--- config.mk ---
export PLATFORM = sky130hd
export DESIGN_NAME = addressed_frame_receiver
export DESIGN_NICKNAME = d
export VERILOG_FILES = /design/src/hw/rtl/afr_pkg.sv /design/src/hw/rtl/afr_parser.sv /design/src/hw/rtl/afr_emitter.sv /design/src/hw/rtl/addressed_frame_receiver.sv
export SDC_FILE = /design/constraint.sdc
export NUM_CORES = 1
export LEC_CHECK = 0
export BUFFER_PORTS_ARGS = -buffer_cell sky130_fd_sc_hd__buf_2
export CORE_ASPECT_RATIO = 1.75
export CORE_MARGIN = 2
export CORE_UTILIZATION = 40
export CTS_BUF_LIST = sky130_fd_sc_hd__clkbuf_4
export CTS_CLUSTER_SIZE = 10
export DETAILED_ROUTE_END_ITERATION = 8
export SLEW_MARGIN = 10
export SYNTH_ARGS = -nofsm -noshare
export SYNTH_HDL_FRONTEND = slang
export SYNTH_SLANG_ARGS = --single-unit
--- constraint.sdc ---
create_clock -name clk -period 6.8 [get_ports clk]
set_input_delay 0.34 -clock clk [delete_from_list [all_inputs] [get_ports clk]]
set_output_delay 0.34 -clock clk [all_outputs]
set_load 0.01 [all_outputs]
--- src/hw/rtl/afr_pkg.sv ---
// ----------------------------------------------------------------------------
// afr_pkg
// Types and constants shared by the addressed frame receiver modules.
// ----------------------------------------------------------------------------
`default_nettype none

package afr_pkg;

	localparam logic [7:0] CFG_START_BYTE  = 8'd0;
	localparam logic [7:0] CFG_OWN_ADDRESS = 8'd1;

	localparam logic [7:0] RST_START_BYTE  = 8'd2;
	localparam logic [7:0] RST_OWN_ADDRESS = 8'd1;

	// payload store write request
	typedef struct packed {
		logic       we;
		logic [7:0] addr;
		logic [7:0] data;
	} afr_wr_t;

	// start of an accepted frame's output run
	typedef struct packed {
		logic       start;
		logic [7:0] opcode;
		logic [7:0] len;
	} afr_burst_t;

endpackage

`default_nettype wire

--- src/hw/rtl/afr_parser.sv ---
// ----------------------------------------------------------------------------
// afr_parser
// Frame header parser, checksum accumulator and payload store writer.
// ----------------------------------------------------------------------------
`default_nettype none

module afr_parser import afr_pkg::*; #(
	parameter int MAX_PAYLOAD = 64
) (
	input  wire logic       clk,
	input  wire logic       arst_n,
	input  wire logic       cfg_we,
	input  wire logic [7:0] cfg_index,
	input  wire logic [7:0] cfg_data,
	input  wire logic       in_accept,
	input  wire logic [7:0] rx_byte,
	output afr_wr_t         wr,
	output afr_burst_t      burst
);

	localparam logic [2:0] ST_WAIT_START = 3'd0;
	localparam logic [2:0] ST_ADDRESS    = 3'd1;
	localparam logic [2:0] ST_OPCODE     = 3'd2;
	localparam logic [2:0] ST_LENGTH     = 3'd3;
	localparam logic [2:0] ST_CHECKSUM   = 3'd4;
	localparam logic [2:0] ST_PAYLOAD    = 3'd5;

	localparam logic [7:0] MAX_LEN = 8'(MAX_PAYLOAD);

	logic [2:0] state_q;
	logic [7:0] start_byte_q;
	logic [7:0] own_addr_q;
	logic [7:0] opcode_q;
	logic [7:0] len_q;
	logic [7:0] exp_q;
	logic [7:0] sum_q;
	logic [7:0] fill_q;

	logic [7:0] sum_nx;
	logic [7:0] fill_nx;

	assign sum_nx  = sum_q + rx_byte;
	assign fill_nx = fill_q + 8'd1;

	always_comb begin
		wr.we    = in_accept && (state_q == ST_PAYLOAD);
		wr.addr  = fill_q;
		wr.data  = rx_byte;
		burst.start  = 1'b0;
		burst.opcode = opcode_q;
		burst.len    = len_q;
		if (in_accept) begin
			case (state_q)
				ST_CHECKSUM: begin
					burst.start = (len_q == 8'd0);
				end
				ST_PAYLOAD: begin
					burst.start = (fill_nx >= len_q) && ((exp_q + sum_nx) == 8'd0);
				end
				default: begin
					burst.start = 1'b0;
				end
			endcase
		end
	end

	always_ff @(posedge clk or negedge arst_n) begin
		if (!arst_n) begin
			start_byte_q <= RST_START_BYTE;
			own_addr_q   <= RST_OWN_ADDRESS;
		end else if (cfg_we) begin
			if (cfg_index == CFG_START_BYTE) begin
				start_byte_q <= cfg_data;
			end else if (cfg_index == CFG_OWN_ADDRESS) begin
				own_addr_q <= cfg_data;
			end
		end
	end

	always_ff @(posedge clk or negedge arst_n) begin
		if (!arst_n) begin
			state_q  <= ST_WAIT_START;
			opcode_q <= 8'd0;
			len_q    <= 8'd0;
			exp_q    <= 8'd0;
			sum_q    <= 8'd0;
			fill_q   <= 8'd0;
		end else if (in_accept) begin
			case (state_q)
				ST_ADDRESS: begin
					state_q <= (rx_byte == own_addr_q) ? ST_OPCODE : ST_WAIT_START;
				end
				ST_OPCODE: begin
					opcode_q <= rx_byte;
					state_q  <= ST_LENGTH;
				end
				ST_LENGTH: begin
					if (rx_byte > MAX_LEN) begin
						state_q <= ST_WAIT_START;
					end else begin
						len_q   <= rx_byte;
						state_q <= ST_CHECKSUM;
					end
				end
				ST_CHECKSUM: begin
					exp_q   <= rx_byte;
					sum_q   <= 8'd0;
					fill_q  <= 8'd0;
					state_q <= (len_q != 8'd0) ? ST_PAYLOAD : ST_WAIT_START;
				end
				ST_PAYLOAD: begin
					sum_q  <= sum_nx;
					fill_q <= fill_nx;
					if (fill_nx >= len_q) begin
						state_q <= ST_WAIT_START;
					end
				end
				default: begin
					if (rx_byte == start_byte_q) begin
						opcode_q <= 8'd0;
						len_q    <= 8'd0;
						exp_q    <= 8'd0;
						sum_q    <= 8'd0;
						fill_q   <= 8'd0;
						state_q  <= ST_ADDRESS;
					end else begin
						state_q <= ST_WAIT_START;
					end
				end
			endcase
		end
	end

endmodule

`default_nettype wire

--- src/hw/rtl/afr_emitter.sv ---
// ----------------------------------------------------------------------------
// afr_emitter
// Payload store and output run sequencer; the store's read register is the
// output register.
// ----------------------------------------------------------------------------
`default_nettype none

module afr_emitter import afr_pkg::*; #(
	parameter int MAX_PAYLOAD = 64
) (
	input  wire logic        clk,
	input  wire logic        arst_n,
	input  afr_wr_t          wr,
	input  afr_burst_t       burst,
	output logic             busy,
	output logic             m_tvalid,
	input  wire logic        m_tready,
	output logic [31:0]      m_tdata,
	output logic             m_tuser,
	output logic             m_tlast
);

	localparam int AW = (MAX_PAYLOAD > 1) ? $clog2(MAX_PAYLOAD) : 1;

	logic [7:0] mem [MAX_PAYLOAD];

	logic       busy_q;
	logic [7:0] cnt_q;
	logic [7:0] len_q;
	logic [7:0] op_q;

	logic       valid_q;
	logic [7:0] rdata_q;
	logic [7:0] out_op_q;
	logic [7:0] out_len_q;
	logic [7:0] out_idx_q;
	logic       out_has_q;
	logic       out_last_q;

	logic       issue;
	logic       is_last;
	logic [7:0] cnt_nx;

	assign cnt_nx  = cnt_q + 8'd1;
	assign issue   = busy_q && (!valid_q || m_tready);
	assign is_last = (len_q == 8'd0) || (cnt_nx == len_q);

	always_ff @(posedge clk) begin
		if (wr.we) begin
			mem[wr.addr[AW-1:0]] <= wr.data;
		end
	end

	always_ff @(posedge clk) begin
		if (issue && (len_q != 8'd0)) begin
			rdata_q <= mem[cnt_q[AW-1:0]];
		end
	end

	always_ff @(posedge clk) begin
		if (issue) begin
			out_op_q   <= op_q;
			out_len_q  <= len_q;
			out_idx_q  <= cnt_q;
			out_has_q  <= (len_q != 8'd0);
			out_last_q <= is_last;
		end
	end

	always_ff @(posedge clk or negedge arst_n) begin
		if (!arst_n) begin
			busy_q  <= 1'b0;
			valid_q <= 1'b0;
			cnt_q   <= 8'd0;
			len_q   <= 8'd0;
			op_q    <= 8'd0;
		end else begin
			if (burst.start) begin
				busy_q <= 1'b1;
				cnt_q  <= 8'd0;
				len_q  <= burst.len;
				op_q   <= burst.opcode;
			end else if (issue) begin
				cnt_q <= cnt_nx;
				if (is_last) begin
					busy_q <= 1'b0;
				end
			end
			if (issue) begin
				valid_q <= 1'b1;
			end else if (m_tready) begin
				valid_q <= 1'b0;
			end
		end
	end

	assign busy     = busy_q;
	assign m_tvalid = valid_q;
	assign m_tuser  = out_has_q;
	assign m_tlast  = out_last_q;
	assign m_tdata  = {3'd0, (out_has_q ? rdata_q : 8'd0), out_idx_q[5:0],
		out_len_q[6:0], out_op_q};

endmodule

`default_nettype wire

--- src/hw/rtl/addressed_frame_receiver.sv ---
// ----------------------------------------------------------------------------
// addressed_frame_receiver
// Parses start/address/opcode/length/checksum/payload frames from a byte
// stream and emits accepted frames as runs of payload bytes.
// ----------------------------------------------------------------------------
// Each received byte is one input item and is taken while s_tready is
// high. When a frame passes its address, length and checksum checks, its
// payload is read back from the payload store one entry per cycle while the
// output is not stalled and sent as a run of result items (one empty item
// for a zero-length frame); while that run is still being read out of the
// store, s_tready is low, so the input is held until the whole run is read.
// The last result of a run may still wait at the output while the next
// frame's bytes are taken. Configuration: index 0 start byte (reset 2),
// index 1 own address (reset 1); other indexes are ignored. The payload
// store has no reset and needs no clearing pass.
`default_nettype none

module addressed_frame_receiver import afr_pkg::*; #(
	parameter int MAX_PAYLOAD = 64
) (
	input  wire logic        clk,
	input  wire logic        arst_n,
	input  wire logic        cfg_valid,
	output logic             cfg_ready,
	input  wire logic [7:0]  cfg_index,
	input  wire logic [7:0]  cfg_data,
	input  wire logic        s_tvalid,
	output logic             s_tready,
	input  wire logic [7:0]  s_tdata,   // [7:0] rx_byte
	output logic             m_tvalid,
	input  wire logic        m_tready,
	output logic [31:0]      m_tdata,   // [7:0] opcode, [14:8] frame_length,
	                                    // [20:15] byte_index, [28:21] data_byte
	output logic             m_tuser,   // [0] has_data
	output logic             m_tlast
);

	afr_wr_t    wr;
	afr_burst_t burst;
	logic       busy;

	assign cfg_ready = 1'b1;
	assign s_tready  = !busy;

	afr_parser #(
		.MAX_PAYLOAD(MAX_PAYLOAD)
	) u_parser (
		.clk       (clk),
		.arst_n    (arst_n),
		.cfg_we    (cfg_valid && cfg_ready),
		.cfg_index (cfg_index),
		.cfg_data  (cfg_data),
		.in_accept (s_tvalid && s_tready),
		.rx_byte   (s_tdata),
		.wr        (wr),
		.burst     (burst)
	);

	afr_emitter #(
		.MAX_PAYLOAD(MAX_PAYLOAD)
	) u_emitter (
		.clk      (clk),
		.arst_n   (arst_n),
		.wr       (wr),
		.burst    (burst),
		.busy     (busy),
		.m_tvalid (m_tvalid),
		.m_tready (m_tready),
		.m_tdata  (m_tdata),
		.m_tuser  (m_tuser),
		.m_tlast  (m_tlast)
	);

endmodule

`default_nettype wire

; After elaboration in Yosys (flattened, before gate mapping)
; Memory sizes are Yosys's and may differ from the RTL's. A register that Yosys moved wholly into a read port is not among the register bits.
; Cells that the tools add are included.
[word_totals]
out_inout_bits = 37
in_bits = 29
memories = 1
latchBits = 0
register_bits = 108
rom_bits = 0
mem_bits_rw = 512
elab_cells = 100
[classes]
n_div = 0
muxes = 25
shifts = 0
n_mul = 0
add_sub_neg = 4
n_bitwise = 5
reduce_logical = 34
n_eq_ne = 11
magnitude_cmp = 2
[mem_list]
columns = memory, words, width, rd, rd_ports_with_merged_regs, wr, line
row1 = u_emitter.mem, 64, 8, 1, 1, 1, afr_emitter.sv:25  ; logic [7:0] mem [MAX_PAYLOAD];
[op_table]
columns = cell, count
row1 = 8-bit case mux with 2 select lines, 3
row2 = 8-bit case mux with 3 select lines, 2
row3 = 8-bit two-way mux, 5
row4 = 8-bit logical NOT, 4
row5 = 8-bit equality test, 3
row6 = "8-bit by 1-bit adder with 8-bit output, second input constant", 2
row7 = 8-bit adder, 2
row8 = 8-bit nonzero test, 2
row9 = 3-bit case mux with 5 select lines, 1
row10 = 3-bit AND reduction, 4
row11 = 2-bit nonzero test, 6
row12 = 4-bit OR reduction, 3
row13 = 1-bit two-way mux, 9
row14 = 3-bit two-way mux, 3
row15 = "8-bit by 1-bit equality test with 1-bit output, second input constant", 1
row16 = 8-bit greater-or-equal comparator, 1
row17 = "8-bit by 7-bit > comparator with 1-bit output, second input constant", 1
row18 = "3-bit by 2-bit equality test with 1-bit output, second input constant", 2
row19 = "3-bit equality test, second input constant", 2
row20 = 2-bit AND reduction, 3
row21 = 1-bit logical AND, 5
row22 = 1-bit NOT, 5
row23 = "2-bit != test, second input constant", 2
row24 = 4-bit AND reduction, 1
row25 = other kinds (7), 9

; Longest topological paths before layout
[logic_depth]
word_depth = 8
ltp_mapped = 19
ltp_nobuf = 17

; By module
; From an unflattened synthesis, not the netlist that was laid out.
[hier_totals]
hier_cells = 1397
area_unflattened_um2 = 25573.3
[modules_own_cells]
columns = mod, cells_each, seq_area_each_um2, area_per_inst_um2, instances
row1 = afr_emitter, 1067, 16956.3, 22004.9, 1
row2 = afr_parser, 326, 1478.9, 3547.2, 1
row3 = addressed_frame_receiver, 4, 0.0, 21.3, 1

; Worst setup path after synthesis
; No wires, ideal clock.
[synth_path]
path_kind = input -> register
from = input port s_tdata[1]
to = register u_emitter.op_q[3]
slack_ps = 2841
cell_stages = 18
n_path_buf = 3
setup_time_ps = 125
arrival_time_ps = 3834
required_ps = 6675
path_cell_list = clkbuf_1 -> inv_1 -> fa_1 -> nor2b_1 -> o21ai_0 -> a21boi_0 -> o21a_1 -> nor2_1 -> xnor2_1 -> ha_1 -> nor2b_1 -> a211o_1 -> a2111oi_4 -> a41oi_2 -> nand2b_1 -> buf_6 -> buf_6 -> mux2_4
[synth_via]
elab_chain_cells = 6
[synth_lines]
columns = item, line
row1 = start: declaration, addressed_frame_receiver.sv:29  ; input wire logic [7:0] s_tdata,
row2 = 8-bit adder, afr_parser.sv:42  ; assign sum_nx = sum_q + rx_byte;
row3 = 8-bit adder, afr_parser.sv:58  ; burst.start = (fill_nx >= len_q) && ((exp_q + sum_nx) == 8'd0);
row4 = 8-bit logical NOT, afr_parser.sv:58
row5 = 1-bit logical AND, afr_parser.sv:58
row6 = 1-bit case mux with 2 select lines, afr_parser.sv:53  ; case (state_q)
row7 = 1-bit two-way mux, afr_parser.sv:52  ; if (in_accept) begin
row8 = end signal: assignment, afr_emitter.sv:82  ; op_q <= burst.opcode;
row9 = end: declaration, afr_emitter.sv:30  ; logic [7:0] op_q;
; No other way between the ends.
; A chain may end at the register's enable or synchronous reset.

; Worst setup path in the final report
[layout_path]
from = input port s_tdata[0]
to = register u_emitter.op_q[1]
; The elaborated chain is that of the path after synthesis.

==> impl_results.md <==
- Most instantiated library cell after synthesis: edfxtp_1
- Worst Setup Start Kind: primary input
- Total Wirelength: 63.02 mm
- Hold Crit Depth: 4
- Routing usage on met3: 0.03289
- Clk_lat worst skew: 890 ps
- Die area: 0.06635 sq mm
- Worst Hold End: u_parser.state_q[2]
- Antenna violations before repair: 3
- Iter 0 DRT Violations: 894
- Clock slew at the register clock pins of the worst setup and hold paths: 70 ps
- Sequential-to-total area share from yosys stat: 0.7176
- Final Hold Fails: 0
- Peak VDD IR: 0.3109 mV
- EDFF count, synth: 543
- P&R area growth vs syn: 12.23%
- Die H: 339.3 um
- Share of layout cells above drive strength 1: 0.3074
- DRC violations left: 0
- Worst Hold Class: in -> reg
- Crit Reg-Reg Endpoint: u_emitter.op_q[1]
- Slew headroom: 0.1956
- Final Util: 0.4551
- Cell Pwr Density: 357.8 mW/mm^2
- Htree depth: 4
- Clk root buf: clkbuf_4
- Top-Level Pins: 66
- GR Overflow Total: 0
- Worst Clk Skew: 70.88 ps
- Mapped Area: 0.02569 sq mm
- Worst-margin pin slew: 1207 ps
- Kind of cell adding the most delay to the critical path: compound AO/OA/AOI/OAI gates
- Element type at the critical path end: flip-flop
- Hold Startpoint: s_tdata[7]
- Final nets: 1577
- Synth area leader: edfxtp_1
- Max reg flops: 512
- First-pass GRT wire length: 93.03 mm
- Kind of critical path: in -> reg
- Most used DFF post-synth: edfxtp_1
- Buf/Inv on CP: 3
- Number of setup violations in the final report: 0
- Vias in the first global route: 14270
- Busiest layer in global routing: met2
- DP HPWL: 40.59 mm
- Post-synthesis cell count: 1353
- Buffers on Ports: 61
- Netlist cell types: 63
- Top cells by count, synth: edfxtp_1, mux4_2, nor2_1
- GRT Overall Usage: 0.1938
- DR vias/cell: 5.534
- Period Utilization, post-route: 0.6963
- Fill count: 5357
- Data required time of the critical path: 7550 ps
- Crit path cell chain: dlygate4sd3_1 > buf_2 > ha_1 > inv_1 > fa_1 > nor2b_1 > o21ai_0 > a21boi_0 > o21a_1 > nor2_1 > xnor2_1 > ha_1 > nor2b_1 > a211o_1 > a2111oi_4 > a41oi_2 > nand2b_1 > mux2_1
- Chip width: 195.6 um
- CTS Buf Count: 139
- Final min period: 4735 ps
- Max Fclk: 0.2112 GHz
- Largest cells by area after synthesis: edfxtp_1, mux4_2, dfrtp_1
- CP arrival: 5490 ps
- Largest net degree at the start of global routing: 76
- Pleak: 9.738 nW
- Syn avg cell area: 18.99 sq um
- Yosys reg bits: 628
- Clock buffer depth: 3
- DRT Pass-1 Iters: 5
- Yosys warning count: 0
- Routed vias: 13420
- Met1 usage: 0.2136
- Register-to-register setup slack: 2070 ps
- Clock sink count: 628
- Share of Yosys cell area claimed by the top area cell type: 0.6347
- Gpl congestion: 0.8202
- Max FO, Critical Path: 24
- Fin. max-slew vios: 0
- Cell Rows: 122
- WL per Instance: 25.99 um
- TNS Setup: 0 ps
- Core area: 0.06335 sq mm
- Share of synthesized registers carrying an async set or reset: 0.1354
- Status: finished clean
- Initial Utilization: 0.4055
- MaxCap Viol Count: 0
- Routed Antenna Nets: 0
- R2R depth: 16
- R2r startpoint: u_parser.sum_q[0]
- Clock tree from TritonCTS: built
- Crit path largest cell delay: 710 ps
- RSZ-0062 raised after global routing: no
- CP max-delay cell: nand2b_1
- Met2 GRT Util: 0.3632
## placed cells by master (no fill, tap or decap), types with 4 or more instances in the layout
| cell | instances |
|---|---|
| edfxtp_1 | 543 |
| clkbuf_4 | 196 |
| mux4_2 | 168 |
| nor2_1 | 102 |
| dfrtp_1 | 79 |
| buf_2 | 60 |
| nand2_1 | 57 |
| xnor2_1 | 35 |
| o21ai_0 | 34 |
| inv_1 | 28 |
| ha_1 | 24 |
| clkinv_1 | 23 |
| dlygate4sd3_1 | 19 |
| buf_4 | 18 |
| nand4_1 | 17 |
| mux2_2 | 17 |
| and2_1 | 16 |
| a22o_1 | 16 |
| nand3_1 | 14 |
| a21oi_1 | 14 |
| xor2_1 | 13 |
| mux2i_1 | 9 |
| nor2b_1 | 8 |
| nand2b_1 | 7 |
| bufinv_16 | 7 |
| o21ai_1 | 6 |
| o211ai_1 | 5 |
| clkinv_2 | 5 |
| nor4_1 | 4 |
| mux2_4 | 4 |
| mux2_1 | 4 |
| conb_1 | 4 |
## cell families (layout without fill, tap and decap cells)
| logic type | Yosys count | after routing | share of synthesized area |
|---|---|---|---|
| DFF | 628 | 628 | 0.7176 |
| buffers and inverters | 101 | 363 | 0.01870 |
| and+or+nand+nor | 245 | 245 | 0.04466 |
| adders and majority gates | 26 | 26 | 0.01325 |
| other | 2 | 6 | 0.0002923 |
| AOI/OAI and AO/OA | 101 | 101 | 0.02679 |
| muxes | 202 | 202 | 0.1623 |
| xor gates and xnor gates | 48 | 48 | 0.01636 |
## timing repair
action,4_1_cts,5_1_grt
buffers inserted,0,0
hold buffers,19,0
endpoints found under the hold margin,116,0
gates resized for setup,0,0
## worst reg2reg max path, stage by stage (launching register included)
cell and delay, ps:
dfrtp_1 360, ha_1 190, inv_1 60, fa_1 390, nor2b_1 120, o21ai_0 100, a21boi_0 250, o21a_1 150
nor2_1 50, xnor2_1 210, ha_1 330, nor2b_1 170, a211o_1 260, a2111oi_4 390, a41oi_2 300, nand2b_1 710
mux2_1 550
## report_power, final
| part | switching [mW] | internal [mW] |
|---|---|---|
| clock network | 1.44 | 1.59 |
| logic | 1.34 | 1.33 |
| registers | 0.304 | 4.31 |
| total | 3.08 | 7.23 |
## per-layer routing
| layer | share of wire | up-vias |
|---|---|---|
| met1 | 0.35 | 7035 |
| li1 | - | 5811 |
| met5 | 0.00021 | - |
| met4 | 0.036 | 2 |
| met2 | 0.56 | 444 |
| met3 | 0.047 | 127 |
## stage by stage
| step | cells | total power [mW] | area (sq um) | setup WS [ps] | hold WS (ps) |
|---|---|---|---|---|---|
| floorplan | 1355 | 6.549 | 25700 | 2841 | 44.41 |
| detailed placement | 2168 | 7.420 | 26820 | 1736 | 181.4 |
| CTS | 2423 | 10.46 | 28830 | 2046 | 24.03 |
| global route | 2424 | 10.78 | 28830 | 1659 | 54.64 |
| finish | 2425 | 10.32 | 28830 | 2065 | 110.6 |
| global placement | 2168 | 7.388 | 26820 | 1803 | 181.4 |
## area by class of cell
| type | count | area (sq um) | area share |
|---|---|---|---|
| multi-input combinational | 626 | 6782 | 0.2352 |
| clock buffer | 196 | 1471 | 0.05104 |
| sequential | 628 | 18450 | 0.6398 |
| antenna | 2 | 5.005 | 0.0001736 |
| inverter | 28 | 105.1 | 0.003646 |
| tap | 806 | 1008 | 0.03498 |
| timing repair buffer | 99 | 665.6 | 0.02309 |
| clock inverter | 40 | 347.8 | 0.01206 |
## worst max path at each step
stage / slack [ps] / cells after the start / startpoint / end
after floorplan: 2840 / 18 / s_tdata[1] / u_emitter.op_q[3]
after global placement: 1800 / 17 / s_tdata[0] / u_emitter.op_q[2]
after detailed placement: 1740 / 17 / s_tdata[0] / u_emitter.op_q[1]
after CTS: 2050 / 16 / u_parser.sum_q[0] / u_emitter.op_q[1]
after global routing: 1660 / 16 / u_parser.sum_q[0] / u_emitter.op_q[1]
final: 2070 / 18 / s_tdata[0] / u_emitter.op_q[1]
Power figures use the tool's default switching activity.
